<file path="config.mk">
export PLATFORM = sky130hd
export DESIGN_NAME = length_prefixed_message_deframer_core_flat
export DESIGN_NICKNAME = d
export VERILOG_FILES = /design/src/hw/rtl/lpmd_pkg.sv /design/src/hw/rtl/lpmd_in_if.sv /design/src/hw/rtl/lpmd_out_if.sv /design/src/hw/rtl/length_prefixed_message_deframer_core.sv /design/src/hw/rtl/lpmd_in_stage.sv /design/src/hw/rtl/lpmd_parser.sv /design/src/hw/rtl/lpmd_out_stage.sv /design/src/flat_wrapper.sv
export VERILOG_INCLUDE_DIRS = /design/src /design/src/hw/rtl
export SDC_FILE = /design/constraint.sdc
export NUM_CORES = 1
export LEC_CHECK = 0
export ABC_CLOCK_PERIOD_IN_PS = 3530
export BUFFER_PORTS_ARGS = -buffer_cell sky130_fd_sc_hd__buf_2
export CAP_MARGIN = 20
export CORE_ASPECT_RATIO = 1.1
export CORE_MARGIN = 2
export CORE_UTILIZATION = 54
export DETAILED_ROUTE_END_ITERATION = 6
export GPL_TIMING_DRIVEN = 0
export PLACE_DENSITY = 0.76
export SETUP_SLACK_MARGIN = 0.05
export SLEW_MARGIN = 20
export SYNTH_ARGS = -nofsm -noshare
export SYNTH_HDL_FRONTEND = slang
export SYNTH_SLANG_ARGS = --single-unit
</file>
<file path="constraint.sdc">
create_clock -name clk_i -period 3.53 [get_ports clk_i]
set_clock_uncertainty 0.05 [all_clocks]
set_input_delay 0.706 -clock clk_i [delete_from_list [all_inputs] [get_ports clk_i]]
set_output_delay 0.706 -clock clk_i [all_outputs]
set_load 0.005 [all_outputs]
</file>
<file path="src/hw/rtl/length_prefixed_message_deframer_core_macros.svh">
// Assertion macros used by the deframer parser RTL.
// Each macro expects clk_i and rst_ni in the scope where it is used.
`ifndef LENGTH_PREFIXED_MESSAGE_DEFRAMER_CORE_MACROS_SVH
`define LENGTH_PREFIXED_MESSAGE_DEFRAMER_CORE_MACROS_SVH

`ifndef SYNTHESIS
// Same-cycle implication
`define LPMD_ASSERT_IMPL(label, ante, cons, msg) \
  label: assert property (@(posedge clk_i) disable iff (!rst_ni) (ante) |-> (cons)) \
    else $error(msg);
// Next-cycle implication
`define LPMD_ASSERT_NEXT(label, ante, cons, msg) \
  label: assert property (@(posedge clk_i) disable iff (!rst_ni) (ante) |=> (cons)) \
    else $error(msg);
`else
`define LPMD_ASSERT_IMPL(label, ante, cons, msg)
`define LPMD_ASSERT_NEXT(label, ante, cons, msg)
`endif

`endif

</file>
<file path="src/hw/rtl/lpmd_pkg.sv">
package lpmd_pkg;

  // Field codes; the parser phase uses the same encoding
  localparam logic [1:0] PhNameLen = 2'd0;
  localparam logic [1:0] PhName    = 2'd1;
  localparam logic [1:0] PhPayLen  = 2'd2;
  localparam logic [1:0] PhPay     = 2'd3;

  // Bytes in each big-endian length prefix
  localparam logic [31:0] LenBytes = 32'd4;

  // One tagged output byte
  typedef struct packed {
    logic [1:0]  field_kind;
    logic [7:0]  data_byte;
    logic        field_last;
    logic        message_last;
    logic [31:0] length_value;
  } lpmd_result_t;

endpackage

</file>
<file path="src/hw/rtl/lpmd_in_if.sv">
interface lpmd_in_if;
  logic       valid;
  logic       ready;
  logic [7:0] in_byte;

  modport source (output valid, output in_byte, input ready);
  modport sink   (input valid, input in_byte, output ready);
endinterface

</file>
<file path="src/hw/rtl/lpmd_out_if.sv">
interface lpmd_out_if;
  logic        valid;
  logic        ready;
  logic [1:0]  field_kind;
  logic [7:0]  data_byte;
  logic        field_last;
  logic        message_last;
  logic [31:0] length_value;

  modport source (output valid, output field_kind, output data_byte, output field_last,
                  output message_last, output length_value, input ready);
  modport sink   (input valid, input field_kind, input data_byte, input field_last,
                  input message_last, input length_value, output ready);
endinterface

</file>
<file path="src/hw/rtl/length_prefixed_message_deframer_core.sv">
// Length-prefixed message deframer.
// in_i takes one raw link byte per transfer. Messages are framed as a 4-byte
// big-endian name length, the name bytes, a 4-byte big-endian payload length
// and the payload bytes; a zero length skips its field.
// out_o gives one tagged byte per input byte: field_kind, the byte itself,
// field_last, message_last, and the decoded length on the last byte of a
// length field (zero otherwise).
// out_o.valid is registered: each byte passes through the input register, then
// the result register, before its result can transfer on out_o. Throughput:
// one byte per cycle while out_o.ready stays high, set by the single
// counter/compare step between the two registers.
// Reset clears both registers' valid bits and returns the parser to the
// start of a name length field with all counts zero.
// When the receiver holds out_o.ready low, the result register keeps its
// byte, the input register takes one more byte only if it is empty, and
// in_i.ready stays low until the result is taken; nothing is dropped or
// repeated.
module length_prefixed_message_deframer_core
  import lpmd_pkg::*;
(
  input  logic       clk_i,
  input  logic       rst_ni,
  lpmd_in_if.sink    in_i,
  lpmd_out_if.source out_o
);

  logic         in_valid;
  logic [7:0]   in_byte;
  logic         take;
  logic         advance;
  lpmd_result_t result;

  assign advance = in_valid && take;

  lpmd_in_stage u_in_stage (
    .clk_i    (clk_i),
    .rst_ni   (rst_ni),
    .in_i     (in_i),
    .advance_i(advance),
    .valid_o  (in_valid),
    .byte_o   (in_byte)
  );

  lpmd_parser u_parser (
    .clk_i    (clk_i),
    .rst_ni   (rst_ni),
    .advance_i(advance),
    .byte_i   (in_byte),
    .result_o (result)
  );

  lpmd_out_stage u_out_stage (
    .clk_i   (clk_i),
    .rst_ni  (rst_ni),
    .valid_i (in_valid),
    .result_i(result),
    .take_o  (take),
    .out_o   (out_o)
  );

endmodule

</file>
<file path="src/hw/rtl/lpmd_in_stage.sv">
module lpmd_in_stage (
  input  logic       clk_i,
  input  logic       rst_ni,
  lpmd_in_if.sink    in_i,
  input  logic       advance_i,
  output logic       valid_o,
  output logic [7:0] byte_o
);

  logic       valid_q;
  logic [7:0] byte_q;
  logic       load;

  // Refill whenever the held byte is empty or moves on this cycle
  assign in_i.ready = !valid_q || advance_i;
  assign load       = in_i.valid && in_i.ready;

  always_ff @(posedge clk_i or negedge rst_ni) begin
    if (!rst_ni) begin
      valid_q <= 1'b0;
    end else if (in_i.ready) begin
      valid_q <= in_i.valid;
    end
  end

  always_ff @(posedge clk_i) begin
    if (load) begin
      byte_q <= in_i.in_byte;
    end
  end

  assign valid_o = valid_q;
  assign byte_o  = byte_q;

endmodule

</file>
<file path="src/hw/rtl/lpmd_parser.sv">
`include "length_prefixed_message_deframer_core_macros.svh"

module lpmd_parser
  import lpmd_pkg::*;
(
  input  logic         clk_i,
  input  logic         rst_ni,
  input  logic         advance_i,
  input  logic [7:0]   byte_i,
  output lpmd_result_t result_o
);

  logic [1:0]  phase_q, phase_d;
  logic [31:0] count_q, count_d;
  logic [31:0] acc_q, acc_d;
  logic [31:0] flen_q, flen_d;

  logic [31:0] cnt_inc;
  logic [31:0] acc_shift;
  logic        is_len;
  logic        done;

  assign cnt_inc   = count_q + 32'd1;
  assign acc_shift = {acc_q[23:0], byte_i};
  assign is_len    = (phase_q == PhNameLen) || (phase_q == PhPayLen);
  assign done      = is_len ? (cnt_inc >= LenBytes) : (cnt_inc >= flen_q);

  // Tag the byte and work out the next field position
  always_comb begin
    phase_d = phase_q;
    count_d = done ? 32'd0 : cnt_inc;
    acc_d   = acc_q;
    flen_d  = flen_q;

    result_o.field_kind   = phase_q;
    result_o.data_byte    = byte_i;
    result_o.field_last   = done;
    result_o.message_last = 1'b0;
    result_o.length_value = 32'd0;

    if (is_len) begin
      acc_d = done ? 32'd0 : acc_shift;
      if (done) begin
        result_o.length_value = acc_shift;
        flen_d = acc_shift;
        case (phase_q)
          PhNameLen: begin
            // empty name skips straight to the payload length
            phase_d = (acc_shift == 32'd0) ? PhPayLen : PhName;
          end
          default: begin
            // empty payload ends the message here
            if (acc_shift == 32'd0) begin
              result_o.message_last = 1'b1;
              phase_d = PhNameLen;
            end else begin
              phase_d = PhPay;
            end
          end
        endcase
      end
    end else if (done) begin
      case (phase_q)
        PhName: begin
          phase_d = PhPayLen;
        end
        default: begin
          result_o.message_last = 1'b1;
          phase_d = PhNameLen;
        end
      endcase
    end
  end

  // State moves only when a byte transfers to the output register
  always_ff @(posedge clk_i or negedge rst_ni) begin
    if (!rst_ni) begin
      phase_q <= PhNameLen;
      count_q <= 32'd0;
      acc_q   <= 32'd0;
      flen_q  <= 32'd0;
    end else if (advance_i) begin
      phase_q <= phase_d;
      count_q <= count_d;
      acc_q   <= acc_d;
      flen_q  <= flen_d;
    end
  end

  `LPMD_ASSERT_IMPL(a_msg_last_ends_field, result_o.message_last, result_o.field_last, "message_last without field_last")
  `LPMD_ASSERT_IMPL(a_len_only_on_len_end, result_o.length_value != 32'd0, result_o.field_last && is_len, "length_value outside a finished length field")
  `LPMD_ASSERT_IMPL(a_count_in_field, (phase_q == PhName) || (phase_q == PhPay), count_q < flen_q, "byte count ran past field length")
  `LPMD_ASSERT_NEXT(a_count_clears, advance_i && done, count_q == 32'd0, "byte count not cleared at field end")

endmodule

</file>
<file path="src/hw/rtl/lpmd_out_stage.sv">
module lpmd_out_stage
  import lpmd_pkg::*;
(
  input  logic         clk_i,
  input  logic         rst_ni,
  input  logic         valid_i,
  input  lpmd_result_t result_i,
  output logic         take_o,
  lpmd_out_if.source   out_o
);

  logic         valid_q;
  lpmd_result_t result_q;

  // Free slot or the receiver drains it this cycle
  assign take_o = !valid_q || out_o.ready;

  always_ff @(posedge clk_i or negedge rst_ni) begin
    if (!rst_ni) begin
      valid_q <= 1'b0;
    end else if (take_o) begin
      valid_q <= valid_i;
    end
  end

  always_ff @(posedge clk_i) begin
    if (take_o && valid_i) begin
      result_q <= result_i;
    end
  end

  assign out_o.valid        = valid_q;
  assign out_o.field_kind   = result_q.field_kind;
  assign out_o.data_byte    = result_q.data_byte;
  assign out_o.field_last   = result_q.field_last;
  assign out_o.message_last = result_q.message_last;
  assign out_o.length_value = result_q.length_value;

endmodule

</file>
<file path="src/flat_wrapper.sv">
// flat-port wrapper written by rule: the top's interface ports become plain ports
module length_prefixed_message_deframer_core_flat import lpmd_pkg::*;
  (clk_i, rst_ni, in_i_valid, in_i_in_byte, in_i_ready, out_o_valid, out_o_field_kind, out_o_data_byte, out_o_field_last, out_o_message_last, out_o_length_value, out_o_ready);
  lpmd_in_if in_i_i ();
  lpmd_out_if out_o_i ();
  input  logic clk_i;
  input  logic rst_ni;
  input wire logic [$bits(in_i_i.valid)-1:0] in_i_valid;
  input wire logic [$bits(in_i_i.in_byte)-1:0] in_i_in_byte;
  output wire logic [$bits(in_i_i.ready)-1:0] in_i_ready;
  output wire logic [$bits(out_o_i.valid)-1:0] out_o_valid;
  output wire logic [$bits(out_o_i.field_kind)-1:0] out_o_field_kind;
  output wire logic [$bits(out_o_i.data_byte)-1:0] out_o_data_byte;
  output wire logic [$bits(out_o_i.field_last)-1:0] out_o_field_last;
  output wire logic [$bits(out_o_i.message_last)-1:0] out_o_message_last;
  output wire logic [$bits(out_o_i.length_value)-1:0] out_o_length_value;
  input wire logic [$bits(out_o_i.ready)-1:0] out_o_ready;
  assign in_i_i.valid = in_i_valid;
  assign in_i_i.in_byte = in_i_in_byte;
  assign in_i_ready = in_i_i.ready;
  assign out_o_valid = out_o_i.valid;
  assign out_o_field_kind = out_o_i.field_kind;
  assign out_o_data_byte = out_o_i.data_byte;
  assign out_o_field_last = out_o_i.field_last;
  assign out_o_message_last = out_o_i.message_last;
  assign out_o_length_value = out_o_i.length_value;
  assign out_o_i.ready = out_o_ready;
  length_prefixed_message_deframer_core u_core (.clk_i(clk_i), .rst_ni(rst_ni), .in_i(in_i_i), .out_o(out_o_i));
endmodule
</file>
* After elaboration in Yosys (flattened, before gate mapping)
Index checks and enable logic that the tools add are counted.
Storage, ports and cells: register bits 144, input port bits 12, output and inout port bits 46
Cells by class: add/subtract/negate cells 1, $lt $le $gt $ge 2, eq/ne operators 2, muxes and demuxes 16, reduce and logical (&&, ||, !) cells 13
Operators by type and width (number):
- $mux 33 | 1
- $add 32x1->32 const B | 1
- $ge 32x3->1 const B | 1
- $ge 32x32->1 | 1
- $logic_not 32->1 | 1
- $mux 32 | 1
- $mux 24 | 1
- $mux 2 | 7
- $mux 1 | 6
- $reduce_and 2->1 | 3
- $logic_or 1x1->1 | 3
- $reduce_and 3->1 | 1
- $eq 2x1->1 const B | 1
- $eq 2x2->1 const B | 1
- $logic_and 1x1->1 | 2
- $logic_not 1->1 | 2
- $logic_not 2->1 | 1

* Longest topological paths before layout
Gate-level depths: netlist of run 1.
word-level depth 5, mapped depth 17

* Modules after synthesis
Synthesis of run 1 repeated with hierarchy kept, for this count alone.
Second synthesis, totals: cell total of the unflattened synthesis 721, area total of the unflattened synthesis 7592.3 µm²
Modules (own cells, without submodules):
- lpmd_parser | times used 1, cells each 660, area an instance 5916.9 µm², seq. area each 2252.2 µm²
- lpmd_out_stage | times used 1, cells each 48, area an instance 1375.1 µm², seq. area each 1346.3 µm²
- lpmd_in_stage | times used 1, cells each 12, area an instance 294.0 µm², seq. area each 265.3 µm²
- length_prefixed_message_deframer_core | times used 1, cells each 1, area an instance 6.3 µm², seq. area each 0.0 µm²

* Worst setup path after synthesis of run 1
Ideal clock, no wire load.
path type flip-flop to flip-flop, start reg u_core.u_parser.count_q[0], end reg u_core.u_parser.count_q[29], library setup time 0.066 ns, arrival 3.391 ns, required time 3.414 ns, slack 0.024 ns, cell stages (with the launch flop) 18, period minus slack after synthesis 3.506 ns, path through dfrtp_1 -> ha_1 -> buf_2 -> nand3_1 -> buf_2 -> nor4_1 -> nand2_1 -> xnor2_1 -> inv_1 -> ha_1 -> and4_1 -> a221oi_1 -> o31ai_1 -> a21oi_1 -> a22oi_2 -> nor2_4 -> buf_2 -> a22o_1
On the way: word-level cells in the longest chain between the ends 4
RTL lines:
- start: declaration | line lpmd_parser.sv:14 | logic [31:0] count_q, count_d;
- start signal: assignment | line lpmd_parser.sv:84 | count_q <= count_d;
- $add 32x1->32 * | line lpmd_parser.sv:23 | assign cnt_inc = count_q + 32'd1;
- $ge 32x32->1 or $ge 32x3->1 (tied branches) | line lpmd_parser.sv:26 | assign done = is_len ? (cnt_inc >= LenBytes) : (cnt_inc >= flen_q);
- $mux 1 | line lpmd_parser.sv:26
- $mux 32 * | line lpmd_parser.sv:31 | count_d = done ? 32'd0 : cnt_inc;
Every way passes the cells marked *; elsewhere a longest branch is shown, timed or not. A chain may end at the register's enable or synchronous reset.

* Worst setup path after layout of run 1
start reg u_core.u_parser.count_q[1], end reg u_core.u_parser.count_q[26]
The elaborated chain is that of the path after synthesis.

==> results of run 1 <==
## logic make-up (layout without fill, tap and decap cells)
group           count (synthesis)  after routing  synth area share
compound gates                112            112             0.115
xor+xnor                       32             32            0.0384
fa+ha+maj                      34             34            0.0582
buf+inv                        72            217            0.0432
flops                         144            144             0.529
mux                            36             36            0.0702
simple gates                  175            175             0.147
## final cells by class
class                           instances  area [µm²]
Tap cell                              161         201
Multi-Input combinational cell        389        3430
Inverter                               40         150
Sequential cell                       144        3870
Clock buffer                           19         443
Buffer                                 29         220
Timing Repair Buffer                  116         805
Clock inverter                         13         163
Fill cell                             896        3930
## sequential cells by signal, summed over array words and instances (netlist names)
| signal | count |
|---|---|
| u_core.u_out_stage.out_o.length_value | 32 |
| u_core.u_parser.count_q | 32 |
| u_core.u_parser.flen_q | 32 |
| u_core.u_parser.acc_q | 24 |
| u_core.u_in_stage.byte_o | 8 |
| u_core.u_out_stage.out_o.data_byte | 8 |
| u_core.u_out_stage.out_o.field_kind | 2 |
| u_core.u_parser.phase_q | 2 |
| u_core.u_in_stage.valid_o | 1 |
| u_core.u_out_stage.out_o.field_last | 1 |
| u_core.u_out_stage.out_o.message_last | 1 |
| u_core.u_out_stage.out_o.valid | 1 |
## stage by stage
step / hold slack (ps) / util
floorplan: 360 / -
global placement: 398 / 0.590
detailed placement: 402 / 0.593
CTS: 238 / 0.691
global route: 266 / 0.703
finish: 232 / 0.703
## worst paths after layout
path	to	from	slack, ps
setup reg to reg	u_core.u_parser.count_q[26]$_DFFE_PN0P_	u_core.u_parser.count_q[1]$_DFFE_PN0P_	-140
setup / recovery	u_core.u_parser.count_q[26]$_DFFE_PN0P_	u_core.u_parser.count_q[1]$_DFFE_PN0P_	-140
hold reg to reg	u_core.u_out_stage.out_o.field_kind[0]$_DFFE_PP_	u_core.u_parser.phase_q[0]$_DFFE_PN0P_	430
max in group asynchronous	u_core.u_parser.flen_q[11]$_DFFE_PN0P_	rst_ni	2560
hold / removal	u_core.u_parser.count_q[20]$_DFFE_PN0P_	rst_ni	230
min in group clk_i	u_core.u_in_stage.byte_o[0]$_DFFE_PP_	in_i_in_byte[0]	400
## power by group
group          switching (µW)  leakage, µW  internal [µW]
Sequential                357      0.00174           2180
Clock                     708     0.000291           1130
Combinational            1330      0.00229           1360
## synth_stat cells (all sizes together) (5+ instances only)
library cell  instances  area share
clkbuf               15      0.0077
ha                   34       0.058
a22o                 49       0.059
nor2                 26       0.016
xnor2                23       0.028
edfxtp               52        0.21
a21oi                17       0.012
nor4                 14       0.016
buf                  17       0.015
mux2                 32       0.065
inv                  40       0.021
nand2                27       0.014
dfrtp                92        0.32
nand3                15       0.012
a21o                  9      0.0092
and3                  5      0.0043
o21ai                16       0.011
nand2b                7      0.0070
nand4                22       0.022
nor3                  6      0.0079
and2                 35       0.030
xor2                  9       0.011
## routing by layer
metal  track usage  part of all wire  vias to the layer above
li1              -                 -                     2478
met3        0.0640             0.064                       71
met1         0.324              0.39                     2704
met5             0                 0                        -
met4         0.146             0.045                        0
met2         0.428              0.50                      237
## what timing repair did
action	in CTS	in global routing
setup endpoints to repair	118	114
gates cloned	1	0
setup buffers	47	10
pin swaps	32	10
gates resized for setup	83	22
hold buffers	0	0
==> flow_summary.ini, run 1 <==
[run_status]
run_status = complete, but fails checks
violations = DRC, setup timing

[power]
power.leakage_uw = 0.00432
finalPower_uw = 7070
irDropWorstVdd_v = 0.000454
p_per_area_nw_per_um2 = 761

[routing]
antenna_left = 0
drtPass1Iterations = 7
vias = 5490
drt-wirelength-per-cell_um = 20.2
viasPerCell = 6.03
drc = 18
totalWireLength_mm = 18.4
drtIter0Drc = 366

[clocking]
cts_sinks = 144
clock_insertion_delay_worst_skew_ps = 430
clk_pin_slew_ps = 60
cts_root_buffer = clkbuf_16
cts_buffers = 17
clock_path_buffers = 2
htreeDepth = 4
cts_tree = done

[floorplanning]
dieArea_um2 = 14500
rows = 44
core_um2 = 13200
die_w_um = 115
initial_core_util = 0.553
num_io_pins = 58
die_y_um = 126

[synth]
synth-main-ff-cell = dfrtp_1
synth-edff-count = 52
synth.cell_area_um2 = 7310
syn_inst = 605
ys_types = 60
syn_nets = 651
synth-seq-cells = 144
syn_avg_cell_area_um2 = 12.1
ys_warn_count = 0
yosysSeqAreaShare = 0.529
async_reset_ff_frac = 0.639

[sta]
grt_setup_unrepaired = true
slew_headroom = 0.483
fin_setup_tns_ps = -4120
finalSetupViolations = 52
report.final.slew_viol_count = 0
setup_ws_ps = -137
period_share = 1.04
max_freq_mhz = 273
tightest_slew_ps = 756
final_hold_viol_count = 0
final.min_clock_period_ps = 3670

[setup_path]
critPathMaxStageDelay_ps = 400
cp_cell_sequence = ha_4 -> buf_6 -> nand3_4 -> buf_8 -> buf_4 -> nor4_1 -> xor2_1 -> buf_4 -> ha_1 -> nand2_1 -> o211ai_1 -> nor4b_2 -> o31ai_2 -> a21oi_2 -> a22oi_2 -> nor2_4 -> buf_6 -> a22o_1
end_kind = flip-flop
rr_worst_depth = 18
cp-start-kind = flip-flop
critical_path_arrival_ps = 3970
cpMaxStageDelayCell = dfrtp_1
worstSetupPathType = flip-flop to flip-flop
critical_path_depth = 18
cp.required_ps = 3840
cp_max_fo = 10
cp_top_family = simple AND/OR/NAND/NOR gates
critPathBufInv = 5

[global_route]
first_global_vias = 5550
antenna_found_initial = 0
grt_use_total = 0.264
grt_first_pass_wirelength_mm = 29.0
grt_start_max_net_pins = 54
grt-ovfl-total = 0

[placement]
post-place-ws_ps = -988
dp_hpwl_mm = 11.8
dpl_cell_area_um2 = 7830
dp_cells = 824
numPortBuffers = 57
place_congestion = 0.885

[layout]
drive_above_1_share = 0.351
syn_to_final_growth_pct = 27.1
design_area_um2 = 9290
stdcell_count = 911
antenna_cells = 0
layout_commonest_cell = dfrtp_1
final_nets = 783
final_cell_mix = dfrtp_1 (84), buf_2 (61), edfxtp_1 (52)

[hold_path]
min_path_type = input pin to asynchronous set/reset pin

[job]
maxCapViolCount = 0
Power figures use the tool's default switching activity.
==> run 2, diff against run 1 <==
CORE_UTILIZATION = 35   (was 54)
PLACE_DENSITY = not set   (was 0.76)
==> flow_summary.ini, run 2 (synthesis gave the netlist of run 1 again) <==
[routing]
antenna_left = 0
drc = 0
totalWireLength_mm = 18.3
drtIter0Drc = 430
drtPass1Iterations = 7
vias = 5349
viasPerCell = 5.40
drt-wirelength-per-cell_um = 18.5

[sta]
finalSetupViolations = 33
setup_ws_ps = -306
fin_hold_ws_ps = 34.0
report.final.slew_viol_count = 0
final_hold_viol_count = 0
tightest_slew_ps = 759
period_share = 1.09
slew_headroom = 0.481
final.min_clock_period_ps = 3840
fin_setup_tns_ps = -8050
max_freq_mhz = 261
grt_setup_unrepaired = true

[setup_path]
cp.required_ps = 3790
cp_max_fo = 8
end_kind = flip-flop
critical_path_arrival_ps = 4100
worstSetupPathType = flip-flop to flip-flop
r2r_end = u_core.u_parser.count_q[2]$_DFFE_PN0P_
reg2reg_from = u_core.u_parser.count_q[0]$_DFFE_PN0P_
r2r_slack_ps = -310
cp-start-kind = flip-flop
rr_worst_depth = 18

[floorplanning]
die_y_um = 156
num_io_pins = 58
die_w_um = 142
initial_core_util = 0.356
core_um2 = 20500
rows = 55
dieArea_um2 = 22000

[run_status]
violations = setup timing
run_status = complete, but fails checks

[global_route]
grtUsageMet3 = 0.0381
grt_start_max_net_pins = 81
grt-ovfl-total = 0
antenna_found_initial = 0
grt_use_total = 0.170
grt_use_met1 = 0.224
grt_first_pass_wirelength_mm = 29.1
grt-busiest-layer = met2
use_met2 = 0.274
first_global_vias = 5373

[layout]
final_cell_mix = dfrtp_1 (87), buf_2 (62), edfxtp_1 (52)
drive_above_1_share = 0.328
fillCellCount = 1866
antenna_cells = 0
stdcell_count = 991
final_nets = 768
layout_commonest_cell = dfrtp_1
syn_to_final_growth_pct = 26.4

[clocking]
cts_hold_buf = 0
clock_insertion_delay_worst_skew_ps = 430
htreeDepth = 4
clk_pin_slew_ps = 70
cts_buffers = 17
cts_tree = done
cts_sinks = 144
cts_root_buffer = clkbuf_16
clock_path_buffers = 2

[hold_path]
min_path_type = input pin to asynchronous set/reset pin

[job]
maxCapViolCount = 0

[power]
power.leakage_uw = 0.00424
p_per_area_nw_per_um2 = 784
finalPower_uw = 7240
irDropWorstVdd_v = 0.000461

[placement]
dp_hpwl_mm = 12.1
dp_cells = 919
numPortBuffers = 57
post-place-ws_ps = -926
place_congestion = 0.891
==> run 2: through the flow <==
stage	utilization	area, µm²
finish	0.450	9230
global route	0.450	9230
CTS	0.439	9010
detailed placement	0.388	7950
global placement	0.386	7920
floorplan	-	7310
==> run 2: final cells by class <==
type                    count  area, µm²  area share
flip-flops and latches    144       3870       0.419
multi-input cells         389       3390       0.367
repair buffers            100        707      0.0766
clock buffers              17        425      0.0461
well taps                 256        320      0.0347
plain buffers              30        210      0.0228
clock inverters            15        163      0.0176
inverters                  40        150      0.0163
==> run 2: worst max-delay path, stage by stage, from the launching register on <==
cell and delay (ps):
dfrtp_2 410, ha_1 150, buf_4 150, nand3_2 130, buf_8 170, nor4_4 260, nand2_1 150, xnor2_2 250
inv_1 70, ha_1 300, and4_1 220, nand2_1 100, o31ai_4 310, a21oi_4 110, a22oi_2 300, nor2_4 80
buf_12 150, buf_6 120, a22o_1 220
==> run 2: repair_timing <==
| action | 4_1_cts | 5_1_grt |
|---|---|---|
| buffers inserted | 29 | 10 |
| resized for setup | 58 | 28 |
| hold endpoints to repair | 0 | 0 |
| pin swaps | 14 | 16 |
| endpoints found under the setup margin | 118 | 117 |
| cloned | 1 | 2 |
==> run 2: worst max-delay path by stage <==
stage	start	end	slack, ps	cells past startpoint
after global routing	u_core.u_parser.count_q[0]$_DFFE_PN0P_	u_core.u_parser.count_q[29]$_DFFE_PN0P_	-460	18
after detailed placement	u_core.u_parser.count_q[0]$_DFFE_PN0P_	u_core.u_parser.count_q[2]$_DFFE_PN0P_	-930	16
final	u_core.u_parser.count_q[0]$_DFFE_PN0P_	u_core.u_parser.count_q[2]$_DFFE_PN0P_	-310	18
after floorplan	u_core.u_parser.count_q[0]$_DFFE_PN0P_	u_core.u_parser.count_q[23]$_DFFE_PN0P_	110	16
after global placement	u_core.u_parser.count_q[0]$_DFFE_PN0P_	u_core.u_parser.count_q[2]$_DFFE_PN0P_	-1060	16
after CTS	u_core.u_parser.count_q[1]$_DFFE_PN0P_	u_core.u_parser.count_q[1]$_DFFE_PN0P_	-150	16
==> run 2: layer usage <==
metal  routed length [µm]  part of all wire
met5                    0                 0
met1                 8060              0.44
met4                  538             0.029
met3                  964             0.053
met2                 8780              0.48
==> run 2: where the power goes <==
group / total, µW / switching [µW] / leakage (µW) / internal [µW]
Clock: 1820 / 810 / 0.000285 / 1010
Sequential: 2530 / 358 / 0.00174 / 2180
Combinational: 2880 / 1390 / 0.00221 / 1490
Total: 7240 / 2560 / 0.00424 / 4670
